==> config.mk <==
export PLATFORM = sky130hd
export DESIGN_NAME = rgb555_color_bleed_filter
export DESIGN_NICKNAME = d
export VERILOG_FILES = /design/src/rtl/rcbf_pkg.sv /design/src/rtl/rgb555_color_bleed_filter.sv
export SDC_FILE = /design/constraint.sdc
export NUM_CORES = 2
export LEC_CHECK = 0
export BUFFER_PORTS_ARGS = -buffer_cell sky130_fd_sc_hd__buf_2
export CAP_MARGIN = 30
export CORE_MARGIN = 5
export CORE_UTILIZATION = 28
export CTS_CLUSTER_DIAMETER = 80
export CTS_CLUSTER_SIZE = 40
export DETAILED_ROUTE_END_ITERATION = 16
export PLACE_DENSITY = 0.46
export RECOVER_POWER = 100
export REMOVE_ABC_BUFFERS = 1
export SLEW_MARGIN = 20
export SYNTH_ARGS = -nofsm -noshare
export SYNTH_HDL_FRONTEND = slang
export SYNTH_SLANG_ARGS = --single-unit
export TNS_END_PERCENT = 100
==> constraint.sdc <==
create_clock -name clk -period 6.75 [get_ports clk]
set_input_delay 0.3375 -clock clk [delete_from_list [all_inputs] [get_ports clk]]
set_output_delay 0.3375 -clock clk [all_outputs]
set_load 0.02 [all_outputs]
==> src/rtl/rcbf_pkg.sv <==
// constants, types and arithmetic helpers for the rgb555 colour bleed filter
// standalone package, no dependencies
package rcbf_pkg;

	localparam int PIX_W  = 15;
	localparam int CH_W   = 5;
	localparam int JIT_W  = 5;
	localparam int WGT_W  = 11;
	localparam int SUM_W  = 17;
	localparam int RB_SUM_W = 15;
	localparam int QUO_W  = 6;
	localparam int POS_W  = 2;

	typedef logic [PIX_W-1:0] pix_t;
	typedef logic [CH_W-1:0]  chan_t;
	typedef logic [JIT_W-1:0] jit_t;
	typedef logic [WGT_W-1:0] wgt_t;
	typedef logic [SUM_W-1:0] sum_t;
	typedef logic [QUO_W-1:0] quo_t;
	typedef logic [POS_W-1:0] pos_t;

	// channel bit positions inside a pixel
	localparam int RED_LSB   = 10;
	localparam int GREEN_LSB = 5;
	localparam int BLUE_LSB  = 0;

	localparam chan_t CH_MAX = 5'h1F;

	// pixels of a row that pass straight through
	localparam pos_t PASS_COUNT = 2'd3;

	// base weights in thousandths (red, blue) and in 1/3000 (green)
	localparam wgt_t RB_W_CUR = 11'd50;
	localparam wgt_t RB_W_P3  = 11'd100;
	localparam wgt_t RB_W_P2  = 11'd200;
	localparam wgt_t RB_W_P1  = 11'd570;
	localparam wgt_t G_W_CUR  = 11'd90;
	localparam wgt_t G_W_P3   = 11'd300;
	localparam wgt_t G_W_P2   = 11'd600;
	localparam wgt_t G_W_P1   = 11'd1890;

	// reciprocals for the divides by 1000 and 3000, exact over the sum ranges
	localparam int RB_RECIP_W = 16;
	localparam int RB_SHIFT   = 25;
	localparam logic [RB_RECIP_W-1:0] RB_RECIP = 16'd33555;
	localparam int G_RECIP_W  = 18;
	localparam int G_SHIFT    = 29;
	localparam logic [G_RECIP_W-1:0] G_RECIP = 18'd178957;

	function automatic chan_t chan_of(pix_t p, int lsb);
		return p[lsb +: CH_W];
	endfunction

	function automatic wgt_t add_jit(wgt_t base, jit_t j);
		return base + wgt_t'(j);
	endfunction

	// weighted sum of current pixel and the three before it
	function automatic sum_t mix_sum(chan_t c, chan_t p1, chan_t p2, chan_t p3,
			wgt_t wc, wgt_t wp1, wgt_t wp2, wgt_t wp3);
		sum_t acc;
		acc = sum_t'(c) * sum_t'(wc) + sum_t'(p1) * sum_t'(wp1)
			+ sum_t'(p2) * sum_t'(wp2) + sum_t'(p3) * sum_t'(wp3);
		return acc;
	endfunction

	function automatic chan_t sat_chan(quo_t q);
		return (q > quo_t'(CH_MAX)) ? CH_MAX : q[CH_W-1:0];
	endfunction

endpackage

==> src/rtl/rgb555_color_bleed_filter.sv <==
// rgb555 leftward colour bleed filter, top level
// uses rcbf_pkg for widths, weights and the mixing helpers
// ---------------------------------------------------------------------------
// Takes one RGB555 pixel per clock and gives one filtered pixel per clock,
// in order, while result_stall is low. A pixel that is taken passes through
// the input register, the weighted-sum register and the output register.
// Throughput is one pixel per cycle without stalls; while a finished pixel
// waits in the output register, earlier stages still fill up. Assert
// row_start with the first pixel of each row, together with the four jitter
// values for that row; the first three pixels of a row come out unchanged
// and every later pixel mixes in the three original pixels before it. Until
// the first row_start the stream is treated as a row with zero jitter.
// Channel results above 31 clamp to 31. No clearing pass after reset.
// ---------------------------------------------------------------------------
module rgb555_color_bleed_filter (
	input  logic                      clk,
	input  logic                      arst_n,
	input  logic                      feed_valid,
	output logic                      feed_stall,
	input  rcbf_pkg::pix_t            pixel_in,
	input  logic                      row_start,
	input  rcbf_pkg::jit_t            jitter_a,
	input  rcbf_pkg::jit_t            jitter_b,
	input  rcbf_pkg::jit_t            jitter_c,
	input  rcbf_pkg::jit_t            jitter_d,
	output logic                      result_valid,
	input  logic                      result_stall,
	output rcbf_pkg::pix_t            pixel_out
);

	// row state
	rcbf_pkg::pix_t prior1_q, prior2_q, prior3_q;
	rcbf_pkg::pos_t pos_q;
	rcbf_pkg::jit_t jit0_q, jit1_q, jit2_q, jit3_q;

	// stage 1: captured word
	logic           v_s1;
	logic           pass_s1;
	rcbf_pkg::pix_t pix_s1, p1_s1, p2_s1, p3_s1;
	rcbf_pkg::jit_t j0_s1, j1_s1, j2_s1, j3_s1;

	// stage 2: weighted sums
	logic           v_s2;
	logic           pass_s2;
	rcbf_pkg::pix_t pix_s2;
	logic [rcbf_pkg::RB_SUM_W-1:0] sum_r_s2, sum_b_s2;
	rcbf_pkg::sum_t sum_g_s2;

	rcbf_pkg::pix_t pixel_q;
	logic           out_valid_q;

	logic adv_out, adv_s2, adv_s1, accept;
	rcbf_pkg::pos_t pos_eff;
	logic           pass_now;

	rcbf_pkg::sum_t mix_r, mix_g, mix_b;
	logic [rcbf_pkg::RB_SUM_W+rcbf_pkg::RB_RECIP_W-1:0] prod_r, prod_b;
	logic [rcbf_pkg::SUM_W+rcbf_pkg::G_RECIP_W-1:0]     prod_g;
	rcbf_pkg::chan_t res_r, res_g, res_b;

	// each stage loads when it is empty or its word moves on
	assign adv_out    = !out_valid_q || !result_stall;
	assign adv_s2     = !v_s2 || adv_out;
	assign adv_s1     = !v_s1 || adv_s2;
	assign feed_stall = !adv_s1;
	assign accept     = feed_valid && adv_s1;

	assign pos_eff  = row_start ? '0 : pos_q;
	assign pass_now = pos_eff < rcbf_pkg::PASS_COUNT;

	always_ff @(posedge clk or negedge arst_n) begin
		if (!arst_n) begin
			prior1_q <= '0;
			prior2_q <= '0;
			prior3_q <= '0;
			pos_q    <= '0;
			jit0_q   <= '0;
			jit1_q   <= '0;
			jit2_q   <= '0;
			jit3_q   <= '0;
		end else if (accept) begin
			prior1_q <= pixel_in;
			prior2_q <= prior1_q;
			prior3_q <= prior2_q;
			pos_q    <= pass_now ? pos_eff + rcbf_pkg::pos_t'(1) : rcbf_pkg::PASS_COUNT;
			if (row_start) begin
				jit0_q <= jitter_a;
				jit1_q <= jitter_b;
				jit2_q <= jitter_c;
				jit3_q <= jitter_d;
			end
		end
	end

	always_ff @(posedge clk or negedge arst_n) begin
		if (!arst_n) begin
			v_s1        <= 1'b0;
			v_s2        <= 1'b0;
			out_valid_q <= 1'b0;
		end else begin
			if (adv_s1) begin
				v_s1 <= feed_valid;
			end
			if (adv_s2) begin
				v_s2 <= v_s1;
			end
			if (adv_out) begin
				out_valid_q <= v_s2;
			end
		end
	end

	// stage 1 payload
	always_ff @(posedge clk) begin
		if (accept) begin
			pix_s1  <= pixel_in;
			p1_s1   <= prior1_q;
			p2_s1   <= prior2_q;
			p3_s1   <= prior3_q;
			pass_s1 <= pass_now;
			j0_s1   <= row_start ? jitter_a : jit0_q;
			j1_s1   <= row_start ? jitter_b : jit1_q;
			j2_s1   <= row_start ? jitter_c : jit2_q;
			j3_s1   <= row_start ? jitter_d : jit3_q;
		end
	end

	always_comb begin
		mix_r = rcbf_pkg::mix_sum(
			rcbf_pkg::chan_of(pix_s1, rcbf_pkg::RED_LSB),
			rcbf_pkg::chan_of(p1_s1, rcbf_pkg::RED_LSB),
			rcbf_pkg::chan_of(p2_s1, rcbf_pkg::RED_LSB),
			rcbf_pkg::chan_of(p3_s1, rcbf_pkg::RED_LSB),
			rcbf_pkg::add_jit(rcbf_pkg::RB_W_CUR, j0_s1),
			rcbf_pkg::add_jit(rcbf_pkg::RB_W_P1, j3_s1),
			rcbf_pkg::add_jit(rcbf_pkg::RB_W_P2, j2_s1),
			rcbf_pkg::add_jit(rcbf_pkg::RB_W_P3, j1_s1));
		mix_g = rcbf_pkg::mix_sum(
			rcbf_pkg::chan_of(pix_s1, rcbf_pkg::GREEN_LSB),
			rcbf_pkg::chan_of(p1_s1, rcbf_pkg::GREEN_LSB),
			rcbf_pkg::chan_of(p2_s1, rcbf_pkg::GREEN_LSB),
			rcbf_pkg::chan_of(p3_s1, rcbf_pkg::GREEN_LSB),
			rcbf_pkg::add_jit(rcbf_pkg::G_W_CUR, j2_s1),
			rcbf_pkg::add_jit(rcbf_pkg::G_W_P1, j1_s1),
			rcbf_pkg::add_jit(rcbf_pkg::G_W_P2, j3_s1),
			rcbf_pkg::add_jit(rcbf_pkg::G_W_P3, j0_s1));
		mix_b = rcbf_pkg::mix_sum(
			rcbf_pkg::chan_of(pix_s1, rcbf_pkg::BLUE_LSB),
			rcbf_pkg::chan_of(p1_s1, rcbf_pkg::BLUE_LSB),
			rcbf_pkg::chan_of(p2_s1, rcbf_pkg::BLUE_LSB),
			rcbf_pkg::chan_of(p3_s1, rcbf_pkg::BLUE_LSB),
			rcbf_pkg::add_jit(rcbf_pkg::RB_W_CUR, j3_s1),
			rcbf_pkg::add_jit(rcbf_pkg::RB_W_P1, j0_s1),
			rcbf_pkg::add_jit(rcbf_pkg::RB_W_P2, j1_s1),
			rcbf_pkg::add_jit(rcbf_pkg::RB_W_P3, j2_s1));
	end

	// stage 2 payload; red and blue sums stay below 2^15
	always_ff @(posedge clk) begin
		if (adv_s2 && v_s1) begin
			pix_s2   <= pix_s1;
			pass_s2  <= pass_s1;
			sum_r_s2 <= mix_r[rcbf_pkg::RB_SUM_W-1:0];
			sum_g_s2 <= mix_g;
			sum_b_s2 <= mix_b[rcbf_pkg::RB_SUM_W-1:0];
		end
	end

	// divide by 1000 / 3000 through reciprocal multiply, then clamp
	always_comb begin
		prod_r = sum_r_s2 * rcbf_pkg::RB_RECIP;
		prod_b = sum_b_s2 * rcbf_pkg::RB_RECIP;
		prod_g = sum_g_s2 * rcbf_pkg::G_RECIP;
		res_r  = rcbf_pkg::sat_chan(prod_r[rcbf_pkg::RB_SHIFT +: rcbf_pkg::QUO_W]);
		res_g  = rcbf_pkg::sat_chan(prod_g[rcbf_pkg::G_SHIFT +: rcbf_pkg::QUO_W]);
		res_b  = rcbf_pkg::sat_chan(prod_b[rcbf_pkg::RB_SHIFT +: rcbf_pkg::QUO_W]);
	end

	always_ff @(posedge clk) begin
		if (adv_out && v_s2) begin
			pixel_q <= pass_s2 ? pix_s2 : {res_r, res_g, res_b};
		end
	end

	assign result_valid = out_valid_q;
	assign pixel_out    = pixel_q;

endmodule
* Word-level counts from Yosys, hierarchy flattened
Index checks and enable logic that the tools add are counted.
Word-level totals: logic and storage cells 88, bits in registers 229, input port bits 40
Operators by class: reduce and logical (&&, ||, !) cells 11, add/sub/neg operators 22, multiplexer cells 10, multiply operators 15, order comparisons 4
Operators with widths (number):
- 15-bit by 16-bit multiplier with 31-bit output, second input constant | 2
- 5-bit by 8-bit multiplier with 13-bit output | 3
- 17-bit by 18-bit multiplier with 35-bit output, second input constant | 1
- 5-bit 2-to-1 mux | 7
- 10-bit by 5-bit adder with 11-bit output, first input constant | 3
- 5-bit by 11-bit multiplier with 16-bit output | 2
- 12-bit by 15-bit adder with 15-bit output | 2
- 15-bit by 13-bit adder with 15-bit output | 2
- 15-bit by 14-bit adder with 15-bit output | 2
- 5-bit by 11-bit multiplier with 15-bit output | 2
- 5-bit by 9-bit multiplier with 14-bit output | 2
- 7-bit by 5-bit adder with 8-bit output, first input constant | 3
- 5-bit by 7-bit multiplier with 12-bit output | 2
- 8-bit by 5-bit adder with 9-bit output, first input constant | 2
- 6-bit by 5-bit > comparator with 1-bit output, second input constant | 3
- 13-bit by 16-bit adder with 17-bit output | 1
- 17-bit by 15-bit adder with 17-bit output | 1
- 17-bit by 16-bit adder with 17-bit output | 1
- 5-bit by 10-bit multiplier with 15-bit output | 1
- 15-bit 2-to-1 mux | 1
- 6-bit by 5-bit adder with 7-bit output, first input constant | 2
- 9-bit by 5-bit adder with 10-bit output, first input constant | 1
- 9-bit by 6-bit adder with 10-bit output, first input constant | 1
- 1-bit zero test | 5
- 5 further kinds | 10

* Depth between registers and ports, before layout
depth in word-level cells 5, mapped depth 27, depth with buffers taken out 26

* Worst setup path after synthesis
OpenSTA, ideal clock, no wires.
path type register to register, start point register j0_s1[3], end point register sum_g_s2[16], data pin, data required time 6.489 ns, arrival time 6.621 ns, cell stages (with the launch flop) 26, setup time 0.261 ns, slack -0.132 ns, path buffers 1, cells stage by stage edfxtp_1 > clkbuf_1 > inv_1 > ha_1 > inv_1 > ha_1 > and2_1 > fa_1 > inv_1 > fa_1 > inv_1 > fa_1 > fa_1 > fa_1 > fa_1 > inv_1 > fa_1 > inv_1 > ha_1 > nand2_1 > o211ai_1 > o311ai_1 > a311oi_1 > o21a_1 > o21a_1 > a311o_1
Between the ends: cells in the longest elaborated chain, start to end 3
Ends and longest elaborated chain:
- start: declaration | RTL line rgb555_color_bleed_filter.sv:40 | rcbf_pkg::jit_t j0_s1, j1_s1, j2_s1, j3_s1;
- start signal: assignment | RTL line rgb555_color_bleed_filter.sv:121 | j0_s1 <= row_start ? jitter_a : jit0_q;
- 9-bit by 5-bit adder with 10-bit output | RTL line rcbf_pkg.sv:55 | return base + wgt_t'(j);
- 5-bit by 10-bit multiplier with 15-bit output | RTL line rcbf_pkg.sv:63 | + sum_t'(p2) * sum_t'(wp2) + sum_t'(p3) * sum_t'(wp3);
- 17-bit by 15-bit adder with 17-bit output | RTL line rcbf_pkg.sv:63
- named net mix_g[16] | RTL line rgb555_color_bleed_filter.sv:56 | rcbf_pkg::sum_t mix_r, mix_g, mix_b;
- end signal: assignment | RTL line rgb555_color_bleed_filter.sv:164 | sum_g_s2 <= mix_g;
- end: declaration | RTL line rgb555_color_bleed_filter.sv:47 | rcbf_pkg::sum_t sum_g_s2;
The timed path passes the listed nets, and every way through them passes these cells. A chain may end at the register's enable or synchronous reset.

* Final worst setup path
start point register j0_s1[2], end point register sum_g_s2[16], data pin
The elaborated chain is that of the path after synthesis.

==> metrics.cfg <==
[finish]
nets = 4698
fillers = 12700
area_delta_synth_final_pct = 14.1
layout-drive-gt1-share_pct = 9.90

[floorplan]
core_area_mm2 = 0.122
num_io_pins = 57
dieWidth_um = 361
fp.dieH_um = 361
core.rowCount = 128
start_util_pct = 28.2
dieArea_mm2 = 0.130

[status]
status = complete, but fails checks
violations = capacitance limit, slew limit

[detailed_routing]
wire_per_inst_um = 16.2
ant_nets = 0
vias_per_cell = 4.28
drt-initial-drc-count = 931
vias = 22000
drcViolationCount = 0
drt_wl_total_um = 83300
drtPass1Iterations = 5

[run]
drv_cap = 5

[grt]
grt_remaining_overflow = 0
grt_pass1_wl_um = 135000
first_global_vias = 24000
grt_start_max_net_pins = 79
antenna_found_initial = 6
grtUsageTotal_pct = 13.1

[synthesis]
async_reset_ff_share_pct = 30.6
ys_types = 72
ys.flop_type = edfxtp_1
synth_seq_cells = 229
syn_area_mm2 = 0.0344
ys_warn_count = 0
avgSynthCellArea_um2 = 10.5
synth_edf_count = 159
synth_cells = 3280
yosysSeqAreaShare_pct = 19.0

[critical_path]
critPathTopFamily = adder cells
cpPeakStageDelay_ns = 0.53
cp-start-kind = register
end_kind = register
crit_top_cell = fa_1
cp.arrival_ns = 6.98
required_ns = 7.08
cp_max_fo = 3
crit_buf_inv = 6
critical_path_class = register to register
crit_path_top_delay_cell = fa_1

[worst_hold_path]
min_path_type = input pin to register

[sta]
finalCriticalPeriod_ns = 6.65
final-max-slew-violation-count = 218
rsz0062_at_grt = true
hold_viol_final = 0
setup_ws_ns = 0.100
slew-limit-headroom_pct = -123
fmax_mhz = 150
setup_viol = 0
skew_ns = 0.0211
min_period_over_period_pct = 98.5
worstMarginPinSlew_ns = 3.33

[cts]
cts-root-buf = clkbuf_16
cts_num_sinks = 229
clockBufferDepth = 3
worstSkewPairLatency_ns = 0.59
htree_levels = 1
numCtsBuffers = 23
clk_pin_slew_ns = 0.10
cts_tree = built

[placed_design]
pre_cts_slack_ns = -0.307
io_buffers = 56
hpwl_um = 72000
place_congestion = 0.841

placed cells by master, fill, tap and decap left out, drive strengths merged, types with 8 or more instances in the layout:
cell,netlist,layout
inv,823,835
ha,602,602
fa,559,559
nand2,340,340
buf,6,172
edfxtp,159,159
and2,154,154
dfrtp,70,70
clkbuf,31,65
a21oi,58,58
nor2b,51,51
nor2,50,50
nand2b,42,42
xnor2,42,42
mux2,40,40
o21ai,25,25
nand3,24,24
nor3,20,20
xor2,19,19
a21o,18,18
dlygate4sd3,0,15
and3,15,15
o21a,13,13
o211ai,9,9
nand4,9,9
a211oi,9,9
or2,8,8
kinds of logic after synthesis:
kind of cell | synth area share, %
fa+ha+maj | 54.4
buf+inv | 9.43
simple gates | 10.5
flops | 19.0
compound gates | 3.84
xor+xnor | 1.55
mux | 1.37
cell usage after synthesis (6+ instances only):
cell type  instances  area (um^2)
o21a_1            13         97.6
o21bai_1           6         45.0
nand2_1          340         1280
nor2_1            50          188
xnor2_1           42          368
and3_1            14         87.6
mux2_2            40          450
a211oi_1           9         67.6
o211ai_1           9         67.6
and2_1           154          963
nor2b_1           51          319
ha_1             602         7530
nor3_1            20          100
a21o_1            18          135
fa_1             559        11200
nand4_1            9         56.3
edfxtp_1         159         4770
nand3_1           23          115
o21ai_0           24          120
clkbuf_1          30          113
o31ai_1            7         52.6
or2_2              8         50.1
nor4_1             6         37.5
a21oi_1           54          270
dfrtp_1           70         1750
nand2b_1          42          263
inv_1            823         3090
xor2_1            19          166
sequential cells by signal (all words and copies together) (netlist names), 15 cells and up:
register,flops
sum_g_s2,17
p1_s1,15
p2_s1,15
p3_s1,15
pix_s1,15
pix_s2,15
pixel_out,15
prior1_q,15
prior2_q,15
prior3_q,15
sum_b_s2,15
sum_r_s2,15
what timing repair did:
item | 4_1_cts | 5_1_grt
pin swaps | 18 | 57
buffers inserted | 5 | 16
hold buffers | 15 | 0
endpoints found under the setup margin | 6 | 13
cloned | 0 | 0
resized for setup | 15 | 100
hold endpoints to repair | 54 | 0
final timing paths:
check	from	to	slack (ns)	depth (start not counted)
worst max register to register	j0_s1[2]	sum_g_s2[16]	0.10	25
worst max-delay path	j0_s1[2]	sum_g_s2[16]	0.10	25
worst min register to register	pass_s1	pass_s2	0.44	0
worst min-delay path	jitter_b[4]	j1_s1[4]	0.06	2
min in group asynchronous	arst_n	jit3_q[2]	0.92	2
max in group asynchronous	arst_n	prior2_q[10]	2.67	3
layout make-up:
cell class	instances	area, um^2	share of cell area [%]
timing repair buffer	229	1590	4.06
antenna	1	2.50	0.00637
clock buffer	23	576	1.47
multi-input combinational	2190	25100	64.0
sequential	229	6530	16.6
clock inverter	19	314	0.800
inverter	824	3100	7.88
tap	1625	2030	5.18
per-layer routing:
layer  global-route usage, %  share of wire [%]  wire length [um]
met5                       0              0.016                13
met4                    2.24                1.9              1550
met3                    1.34                3.1              2590
met2                    21.2                 45             37700
met1                    19.2                 50             41400
stage by stage:
step                TNS (ns)  hold WS, ns  utilization (%)  instances  cell area [um^2]
CTS                   -0.142       0.0173             31.8       5126             38800
floorplan            -0.0700       0.0419                -       3243             34300
global route           -2.06       0.0306             32.2       5139             39300
global placement      -0.548        0.345             30.9       5064             37700
finish                     0       0.0629             32.2       5140             39300
detailed placement    -0.747        0.350             30.9       5064             37700
Power is not shown: default switching activity piles up to over one toggle a cycle in this logic, so the estimate is an artifact.
